<file path="config.mk">
export PLATFORM = sky130hd
export DESIGN_NAME = dram_staggered_power_down_control
export DESIGN_NICKNAME = d
export VERILOG_FILES = /design/src/rtl/dspdc_pkg.sv /design/src/rtl/dspdc_step.sv /design/src/rtl/dram_staggered_power_down_control.sv
export VERILOG_INCLUDE_DIRS = /design/src /design/src/rtl
export SDC_FILE = /design/constraint.sdc
export NUM_CORES = 1
export LEC_CHECK = 0
export BUFFER_PORTS_ARGS = -buffer_cell sky130_fd_sc_hd__buf_4
export CAP_MARGIN = 25
export CORE_ASPECT_RATIO = 2
export CORE_MARGIN = 2
export CORE_UTILIZATION = 49
export CTS_CLUSTER_DIAMETER = 120
export DETAILED_ROUTE_END_ITERATION = 12
export PLACE_DENSITY = 0.74
export SYNTH_ARGS = -nofsm -noshare
export SYNTH_HDL_FRONTEND = slang
export SYNTH_SLANG_ARGS = --single-unit
export TNS_END_PERCENT = 30
</file>
<file path="constraint.sdc">
create_clock -name clk -period 1.35 [get_ports clk]
set_input_delay 0.135 -clock clk [delete_from_list [all_inputs] [get_ports clk]]
set_output_delay 0.135 -clock clk [all_outputs]
set_load 0.03 [all_outputs]
</file>
<file path="src/rtl/dram_staggered_power_down_control_assert.svh">
// Assertion macros for the power-down controller.
`ifndef DRAM_STAGGERED_POWER_DOWN_CONTROL_ASSERT_SVH
`define DRAM_STAGGERED_POWER_DOWN_CONTROL_ASSERT_SVH

// same-cycle implication, sampled on clk, off during reset
`define DSPDC_ASSERT_IMPL(lbl, ante, cons) \
    lbl: assert property (@(posedge clk) disable iff (!rst_n) (ante) |-> (cons)) \
        else $error("power-down control check failed");

// next-cycle implication, sampled on clk, off during reset
`define DSPDC_ASSERT_NEXT(lbl, ante, cons) \
    lbl: assert property (@(posedge clk) disable iff (!rst_n) (ante) |=> (cons)) \
        else $error("power-down control check failed");

`endif

</file>
<file path="src/rtl/dspdc_pkg.sv">
// Types and codes shared by the power-down controller modules.
package dspdc_pkg;

    typedef enum logic [2:0]
    {
        ACT_ENTRY  = 3'd0,
        ACT_EXIT   = 3'd1,
        ACT_INTR   = 3'd2,
        ACT_EVAL   = 3'd3,
        ACT_UPDATE = 3'd4
    } action_t;

    typedef enum logic [2:0]
    {
        MODE_IDLE   = 3'd0,
        MODE_ACT_PD = 3'd1,
        MODE_PRE_PD = 3'd2,
        MODE_SREF   = 3'd3,
        MODE_XREF   = 3'd4
    } mode_t;

    typedef enum logic [2:0]
    {
        NXT_NOP    = 3'd0,
        NXT_PDEA   = 3'd1,
        NXT_PDEP   = 3'd2,
        NXT_SREFEN = 3'd3,
        NXT_PDXA   = 3'd4,
        NXT_PDXP   = 3'd5,
        NXT_SREFEX = 3'd6,
        NXT_REFAB  = 3'd7
    } next_cmd_t;

    typedef enum logic [3:0]
    {
        ISS_OTHER  = 4'd0,
        ISS_PDEA   = 4'd1,
        ISS_PDEP   = 4'd2,
        ISS_SREFEN = 4'd3,
        ISS_PDXA   = 4'd4,
        ISS_PDXP   = 4'd5,
        ISS_SREFEX = 4'd6,
        ISS_REFAB  = 4'd7,
        ISS_REFPB  = 4'd8,
        ISS_REFP2B = 4'd9,
        ISS_REFSB  = 4'd10
    } issued_cmd_t;

    typedef struct packed
    {
        mode_t     mode;
        logic      quiet;
        logic      entry_pend;
        logic      exit_pend;
        logic      sref_pend;
        next_cmd_t chosen;
    } pd_state_t;

    localparam pd_state_t PD_STATE_RESET = '{
        mode:       MODE_IDLE,
        quiet:      1'b0,
        entry_pend: 1'b0,
        exit_pend:  1'b0,
        sref_pend:  1'b0,
        chosen:     NXT_NOP
    };

endpackage

</file>
<file path="src/rtl/dspdc_step.sv">
// Next-state logic of the power-down controller for one event item.
module dspdc_step
(
    input  dspdc_pkg::pd_state_t   st,
    input  dspdc_pkg::action_t     action,
    input  logic                   any_bank_open,
    input  dspdc_pkg::issued_cmd_t issued_command,
    output dspdc_pkg::pd_state_t   st_next
);
    import dspdc_pkg::*;

    always_comb
    begin
        st_next = st;
        case (action)
            ACT_ENTRY:
            begin
                st_next.quiet = 1'b1;
                if (st.mode == MODE_IDLE)
                begin
                    st_next.entry_pend = 1'b1;
                end
            end
            ACT_EXIT:
            begin
                st_next.quiet      = 1'b0;
                st_next.sref_pend  = 1'b0;
                st_next.entry_pend = 1'b0;
                if (st.mode != MODE_IDLE)
                begin
                    st_next.exit_pend = 1'b1;
                end
            end
            ACT_INTR:
            begin
                st_next.entry_pend = 1'b0;
                if (st.mode != MODE_IDLE)
                begin
                    st_next.exit_pend = 1'b1;
                end
            end
            ACT_EVAL:
            begin
                st_next.chosen = NXT_NOP;
                if (st.exit_pend)
                begin
                    case (st.mode)
                        MODE_ACT_PD: st_next.chosen = NXT_PDXA;
                        MODE_PRE_PD: st_next.chosen = NXT_PDXP;
                        MODE_SREF:   st_next.chosen = NXT_SREFEX;
                        MODE_XREF:   st_next.chosen = NXT_REFAB;
                        default:     st_next.chosen = NXT_NOP;
                    endcase
                end
                else if (st.entry_pend)
                begin
                    st_next.chosen = any_bank_open ? NXT_PDEA : NXT_PDEP;
                end
                else if (st.sref_pend)
                begin
                    st_next.chosen = NXT_SREFEN;
                end
            end
            ACT_UPDATE:
            begin
                case (issued_command)
                    ISS_PDEA:
                    begin
                        st_next.mode       = MODE_ACT_PD;
                        st_next.entry_pend = 1'b0;
                    end
                    ISS_PDEP:
                    begin
                        st_next.mode       = MODE_PRE_PD;
                        st_next.entry_pend = 1'b0;
                    end
                    ISS_SREFEN:
                    begin
                        st_next.mode       = MODE_SREF;
                        st_next.entry_pend = 1'b0;
                        st_next.sref_pend  = 1'b0;
                    end
                    ISS_PDXA:
                    begin
                        st_next.mode      = MODE_IDLE;
                        st_next.exit_pend = 1'b0;
                    end
                    ISS_PDXP:
                    begin
                        st_next.mode      = MODE_IDLE;
                        st_next.exit_pend = 1'b0;
                        if (st.quiet)
                        begin
                            st_next.sref_pend = 1'b1;
                        end
                    end
                    ISS_SREFEX:
                    begin
                        st_next.mode = MODE_XREF;
                    end
                    ISS_REFAB:
                    begin
                        if (st.mode == MODE_XREF)
                        begin
                            st_next.mode      = MODE_IDLE;
                            st_next.exit_pend = 1'b0;
                        end
                        else if (st.quiet)
                        begin
                            st_next.entry_pend = 1'b1;
                        end
                    end
                    ISS_REFPB, ISS_REFP2B, ISS_REFSB:
                    begin
                        if (st.quiet)
                        begin
                            st_next.entry_pend = 1'b1;
                        end
                    end
                    default:
                    begin
                        st_next = st;
                    end
                endcase
            end
            default:
            begin
                st_next = st;
            end
        endcase
    end

endmodule

</file>
<file path="src/rtl/dram_staggered_power_down_control.sv">
// Top level of the per-rank DRAM power-down and self-refresh controller.
// An accepted item is held in the input register; its result is registered in the result register.
// Throughput: one item per cycle while the output is not stalled; the state updates once per item.
// Output stalls are absorbed by the result register; the input register refills as it drains.
// Reset (rst_n low, asynchronous): idle mode, all pending flags clear, next command NOP.
`include "dram_staggered_power_down_control_assert.svh"

module dram_staggered_power_down_control
(
    input  logic       clk,
    input  logic       rst_n,
    input  logic       s_axis_tvalid,
    output logic       s_axis_tready,
    input  logic [7:0] s_axis_tdata,   // [0] any_bank_open, [4:1] issued_command, [7:5] zero
    input  logic [2:0] s_axis_tuser,   // [2:0] action
    output logic       m_axis_tvalid,
    input  logic       m_axis_tready,
    output logic [7:0] m_axis_tdata    // [2:0] next_command, [5:3] power_mode, [7:6] zero
);
    import dspdc_pkg::*;

    logic        in_valid_reg;
    logic [2:0]  in_action_reg;
    logic        in_bank_reg;
    logic [3:0]  in_cmd_reg;
    logic        out_valid_reg;
    logic        out_valid_next;
    logic [7:0]  out_data_reg;
    pd_state_t   st_reg;
    pd_state_t   st_next;
    logic        advance;
    logic        in_take;

    assign advance       = in_valid_reg && (!out_valid_reg || m_axis_tready);
    assign s_axis_tready = !in_valid_reg || advance;
    assign in_take       = s_axis_tvalid && s_axis_tready;

    dspdc_step u_step
    (
        .st             (st_reg),
        .action         (action_t'(in_action_reg)),
        .any_bank_open  (in_bank_reg),
        .issued_command (issued_cmd_t'(in_cmd_reg)),
        .st_next        (st_next)
    );

    always_comb
    begin
        out_valid_next = out_valid_reg;
        if (advance)
        begin
            out_valid_next = 1'b1;
        end
        else if (m_axis_tready)
        begin
            out_valid_next = 1'b0;
        end
    end

    always_ff @(posedge clk or negedge rst_n)
    begin
        if (!rst_n)
        begin
            in_valid_reg  <= 1'b0;
            out_valid_reg <= 1'b0;
            st_reg        <= PD_STATE_RESET;
        end
        else
        begin
            if (s_axis_tready)
            begin
                in_valid_reg <= s_axis_tvalid;
            end
            out_valid_reg <= out_valid_next;
            if (advance)
            begin
                st_reg <= st_next;
            end
        end
    end

    always_ff @(posedge clk)
    begin
        if (in_take)
        begin
            in_action_reg <= s_axis_tuser;
            in_bank_reg   <= s_axis_tdata[0];
            in_cmd_reg    <= s_axis_tdata[4:1];
        end
        if (advance)
        begin
            out_data_reg <= {2'b00, st_next.mode, st_next.chosen};
        end
    end

    assign m_axis_tvalid = out_valid_reg;
    assign m_axis_tdata  = out_data_reg;

    `DSPDC_ASSERT_IMPL(a_idle_no_exit, st_reg.mode == MODE_IDLE, !st_reg.exit_pend)
    `DSPDC_ASSERT_IMPL(a_sref_entry_clears,
        st_reg.mode == MODE_SREF && $past(st_reg.mode) != MODE_SREF && $past(rst_n),
        !st_reg.entry_pend && !st_reg.sref_pend)
    `DSPDC_ASSERT_NEXT(a_hold_state, !advance, $stable(st_reg))
    `DSPDC_ASSERT_NEXT(a_result_follows, advance, out_valid_reg)
    `DSPDC_ASSERT_IMPL(a_out_matches_state, out_valid_reg,
        (out_data_reg == {2'b00, st_reg.mode, st_reg.chosen}))

endmodule

</file>
==> After elaboration in Yosys (flattened, before gate mapping) <==
Cells that the tools add are included.
{ "classes": {"reduce_logical": 22, "muxes": 24, "eq_ne": 26} }
{ "ops": {"columns": ["operator", "count"], "rows": [
  ["3-bit one-hot mux with 6 select lines", 1],
  ["4-bit by 3-bit equality test with 1-bit output, second input constant", 4],
  ["3-bit two-way mux", 5],
  ["3-bit by 2-bit equality test with 1-bit output, second input constant", 4],
  ["4-bit equality test, second input constant", 3],
  ["3-bit != test, second input constant", 4],
  ["3-bit one-hot mux with 4 select lines", 1],
  ["1-bit one-hot mux with 2 select lines", 5],
  ["5-bit AND reduction", 2],
  ["4-bit by 2-bit equality test with 1-bit output, second input constant", 2],
  ["1-bit two-way mux", 8],
  ["2-bit nonzero test", 4],
  ["3-bit by 1-bit equality test with 1-bit output, second input constant", 2],
  ["3-bit equality test, second input constant", 2],
  ["3-bit logical NOT", 2],
  ["1-bit one-hot mux with 3 select lines", 2],
  ["3-bit nonzero test", 2],
  ["3-bit OR reduction", 2],
  ["4-bit by 1-bit equality test with 1-bit output, second input constant", 1],
  ["2-bit two-way mux", 2],
  ["2-bit by 1-bit != test with 1-bit output, second input constant", 2],
  ["4-bit != test, second input constant", 1],
  ["4-bit AND reduction", 1],
  ["2-bit OR reduction", 2],
  ["5 further kinds", 8]
]} }
{ "totals": {"out_inout_bits": 10, "regBits": 26, "wordCells": 84, "inputBits": 15} }

==> Logic depth before layout (Yosys ltp) <==
{ "logic_depth": {"depth_word": 5, "depth_mapped": 5, "ltp_nobuf": 5} }

==> Hierarchy <==
A second synthesis with hierarchy kept.
{ "hier_totals": {"cells_unflattened": 121, "area_unflattened_um2": 1383.8} }
{ "modules_own_cells": {"columns": ["mod", "cells_per_inst", "instances", "seq_area_each_um2", "area_each_um2"], "rows": [
  ["dram_staggered_power_down_control", 47, 1, 720.7, 948.4],
  ["dspdc_step", 74, 1, 0.0, 435.4]
]} }

==> Least setup slack after synthesis <==
OpenSTA, ideal clock, no wires.
{ "synth_timing": {"path_type": "register -> register", "start": "reg out_valid_reg, in the netlist m_axis_tvalid", "end": "reg st_reg[4] in the netlist's numbering", "slack_ns": -0.240, "path_buffers": 0, "stages_incl_launch_ff": 6, "arrival_ns": 1.464, "setup_time_ns": 0.126, "required_time_ns": 1.224, "period_less_slack_ns": 1.590, "cell_sequence": "dfrtp_1 > nand2b_4 > nand2_1 > inv_1 > a41oi_1 > o32a_1"} }
{ "synth_between": {"elab_chain_cells": 4} }
{ "synth_lines": {"columns": ["item", "line", "text"], "rows": [
  ["from (decl)", "dram_staggered_power_down_control.sv:26", "logic out_valid_reg;"],
  ["from (signal assigned)", "dram_staggered_power_down_control.sv:74", "out_valid_reg <= out_valid_next;"],
  ["1-bit logical NOT", "dram_staggered_power_down_control.sv:34", "assign advance = in_valid_reg && (!out_valid_reg || m_axis_tready);"],
  ["1-bit logical OR", "dram_staggered_power_down_control.sv:34", null],
  ["1-bit logical AND", "dram_staggered_power_down_control.sv:34", null],
  ["net advance", "dram_staggered_power_down_control.sv:31", "logic advance;"],
  ["5-bit AND reduction (no source line)", null, null],
  ["to (signal assigned)", "dram_staggered_power_down_control.sv:77", "st_reg <= st_next;"],
  ["to (decl)", "dram_staggered_power_down_control.sv:29", "pd_state_t st_reg;"]
]} }
The timed path passes the listed nets, and every way through them passes these cells.
A chain may end at the register's enable or synchronous reset.

==> qor.tcl <==
set qor(synthToLayoutAreaGrowth_pct) 34.11
set qor(timing.reg2reg.worst_path_depth) 5
set qor(synth_async_sr_flop_share) 0.4615
set qor(via_per_inst) 5.990
set qor(leakage_power_figure_nw) 0.7835
set qor(outcome) {finished with violations}
set qor(post-route-min-period_ps) 1556
set qor(p_clk_frac) 0.210
set qor(critical_path.startpoint_type) {register}
set qor(power.ir.vdd_worst_mv) 0.7470
set qor(grt_setup_unrepaired) {true}
set qor(place_congestion) 0.8778
set qor(layout.cell_area.non_filler_um2) 1933
set qor(synth_enable_flop_cells) 14
set qor(fin_setup_tns_ps) -1806
set qor(critical-path-top-cell-by-count) {nand2_1}
set qor(fin_cells) 199
set qor(worst_path_max_delay_cell) {edfxtp_1}
set qor(mostFrequentLayoutCells) {buf_4 (47), edfxtp_1 (14), nand2_1 (10), dfrtp_1 (10), o21ai_1 (8)}
set qor(max_clock_freq_mhz) 642.5
set qor(worst_hold_path_type) {in -> reg}
set qor(crit_path_max_incr_delay_ps) 470
set qor(path_max_fanout) 4
set qor(hold_ws_ps) 37.72
set qor(cts_buffers) 3
set qor(htree_num_levels) 1
set qor(fp-row-count) 27
set qor(power.share.switching) 0.3007
set qor(critPathRequiredTime_ps) 1380
set qor(synth_cells) 125
set qor(filler_cell_count) 210
set qor(setup_ws_ps) -206.4
set qor(dpl_worst_slack_ps) -328.8
set qor(io_buffer_count) 19
set qor(cell_internal_pwr_mw) 1.475
set qor(synth_flop_cell) {edfxtp_1}
set qor(drc) 0
set qor(insertion_delay_ps) 270
set qor(die_x_um) 42.35
set qor(global_route.usage.total) 0.2067
set qor(failed_checks) {setup timing}
set qor(power_switching_mw) 0.6344
set qor(clkTransAtPathRegs_ps) 90
set qor(design.portCount) 25
set qor(total_power_mw) 2.110
set qor(share_of_layout_cells_above_drive_strength_1) 0.4529
set qor(yosysWarnings) 0
set qor(clock_tree.root_cell) {clkbuf_8}
set qor(via_count_of_the_routed_design) 1192
set qor(tritoncts_num_sinks) 26
set qor(max_cap_viol_count) 0
set qor(maxSlewViolCount) 0
set qor(ant_nets) 0
set qor(fp.dieH_um) 80.70
set qor(gr-usage-met1) 0.1994
set qor(worstSetupPathType) {reg -> reg}
set qor(first_global_vias) 1216
set qor(nNetsFinal) 186
set qor(dpl.hpwl_mm) 2.452
set qor(total_die_area_um2) 3418
set qor(clock_path_buffers) 2
set qor(global_route.peak_usage_layer) {met2}
set qor(detail_route.wirelength_mm) 3.346
set qor(largest_reg_flops) 10
set qor(drtIter0Drc) 36
set qor(pwr_density_cell_nw_per_um2) 1091
set qor(final_core_utilization) 0.6978
set qor(share_comb_of_total_power) 0.287
set qor(placedInstanceArea_um2) 1767
set qor(grt_util_met2) 0.4262
set qor(worst_path_arrival_ps) 1590
set qor(place.detailed.instances) 190
set qor(synth.lib_cells_used.distinct) 48
set qor(grt_first_pass_wirelength_mm) 5.437
set qor(sequence_of_cells_on_the_critical_path) {nor4b_4 -> buf_4 -> o311ai_4 -> nand2_1 -> nand2_1}
set qor(final_common_cell) {buf_4}
set qor(synthesis.area_um2) 1441
set qor(report.final.hold_viol_count) 0
set qor(hold_path_depth) 1
set qor(core_region_area_um2) 2770
set qor(sequentialPowerShare) 0.503
set qor(yosys_register_bits) 26
set qor(avgSynthCellArea_um2) 11.53
set qor(routedWlPerCell_um) 16.81
set qor(antenna_found_initial) 0
set qor(timing.final.setup_violations) 14
set qor(insertedDiodeCount) 0
set qor(worst_clock_skew_ps) 2.645
set qor(cts_tree) {done}
set qor(grt_max_degree) 15
set qor(timing.final.crit_share) 1.153
set qor(global_route.overflow_total) 0
set qor(synth.yosys.seq_area_share) 0.5000
set qor(grt_util_met3) 0.01798
set qor(floorplan.initialDensity) 0.5203
set qor(drt_pre_antenna_iters) 4
set qor(setup.worst_path.end_class) {register}
worst paths after layout:
kind | slack (ps) | start | end
hold reg to reg | 520 | st_reg[2] | st_reg[2]
setup / recovery | -210 | in_cmd_reg[3] | m_axis_tdata[5]
min in group asynchronous | 240 | rst_n | st_reg[7]
max in group asynchronous | 940 | rst_n | m_axis_tvalid
hold / removal | 40 | s_axis_tdata[3] | in_cmd_reg[2]
setup reg to reg | -210 | in_cmd_reg[3] | m_axis_tdata[5]
logic make-up (layout without fill, tap and decap cells):
logic type                Yosys count  after routing  synth area share
AOI/OAI and AO/OA                  41             41            0.2144
xor gates and xnor gates            1              1          0.006077
buffers and inverters              14             58           0.05729
DFF                                26             26            0.5000
muxes                               5              5           0.03819
other                               1              2          0.002602
and+or+nand+nor                    37             37            0.1814
worst max-delay path, delay by kind of cell (launching register included):
| family | cells | cell delay (ps) |
|---|---|---|
| DFF | 1 | 470 |
| AOI/OAI and AO/OA | 1 | 110 |
| and+or+nand+nor | 3 | 520 |
| buffers and inverters | 1 | 210 |
cell type report:
class | count | area [um^2] | area share
well taps | 29 | 36.28 | 0.01877
multi-input cells | 86 | 720.7 | 0.3728
clock buffers | 3 | 41.29 | 0.02136
flip-flops and latches | 26 | 723.2 | 0.3741
inverters | 3 | 11.26 | 0.005825
repair buffers | 51 | 396.6 | 0.2052
clock inverters | 1 | 3.754 | 0.001942
power by group through the flow:
stage | Combinational [mW] | Clock, mW | Sequential (mW)
final | 0.605 | 0.444 | 1.06
after floorplan | 0.312 | 0 | 1.11
after CTS | 0.583 | 0.449 | 1.06
after detailed placement | 0.560 | 0 | 1.07
after global placement | 0.547 | 0 | 1.07
after global routing | 0.657 | 0.475 | 1.08
synth_stat cells (all sizes together) (2+ instances only):
master  count  area [um^2]
edfxtp     14        420.4
dfrtp      12        300.3
nand2      11        41.29
o21ai      11        55.05
buf         8        60.05
nand2b      5        38.78
o31ai       5        37.54
a22o        4        35.03
mux2        4        45.04
nor2b       4        25.02
clkbuf      3        11.26
inv         3        11.26
nand3b      3        35.03
o41ai       3        33.79
a22oi       2        15.01
a41oi       2        17.52
nand3       2        10.01
nor3        2        15.01
o21a        2        15.01
o21bai      2        15.01
or3         2        12.51
or3b        2        17.52
what timing repair did:
| item | 4_1_cts | 5_1_grt |
|---|---|---|
| setup endpoints to repair | 14 | 16 |
| pin swaps | 3 | 6 |
| gates resized for setup | 15 | 9 |
| endpoints found under the hold margin | 12 | 0 |
| hold buffers | 1 | 0 |
| setup buffers | 1 | 3 |
per-layer routing:
metal | up-vias | part of all wire
met1 | 575 | 0.35
met3 | 10 | 0.034
met4 | 0 | 0.038
met2 | 42 | 0.58
met5 | - | 0
li1 | 565 | -
No activity file was read; power rests on OpenSTA's default activity.
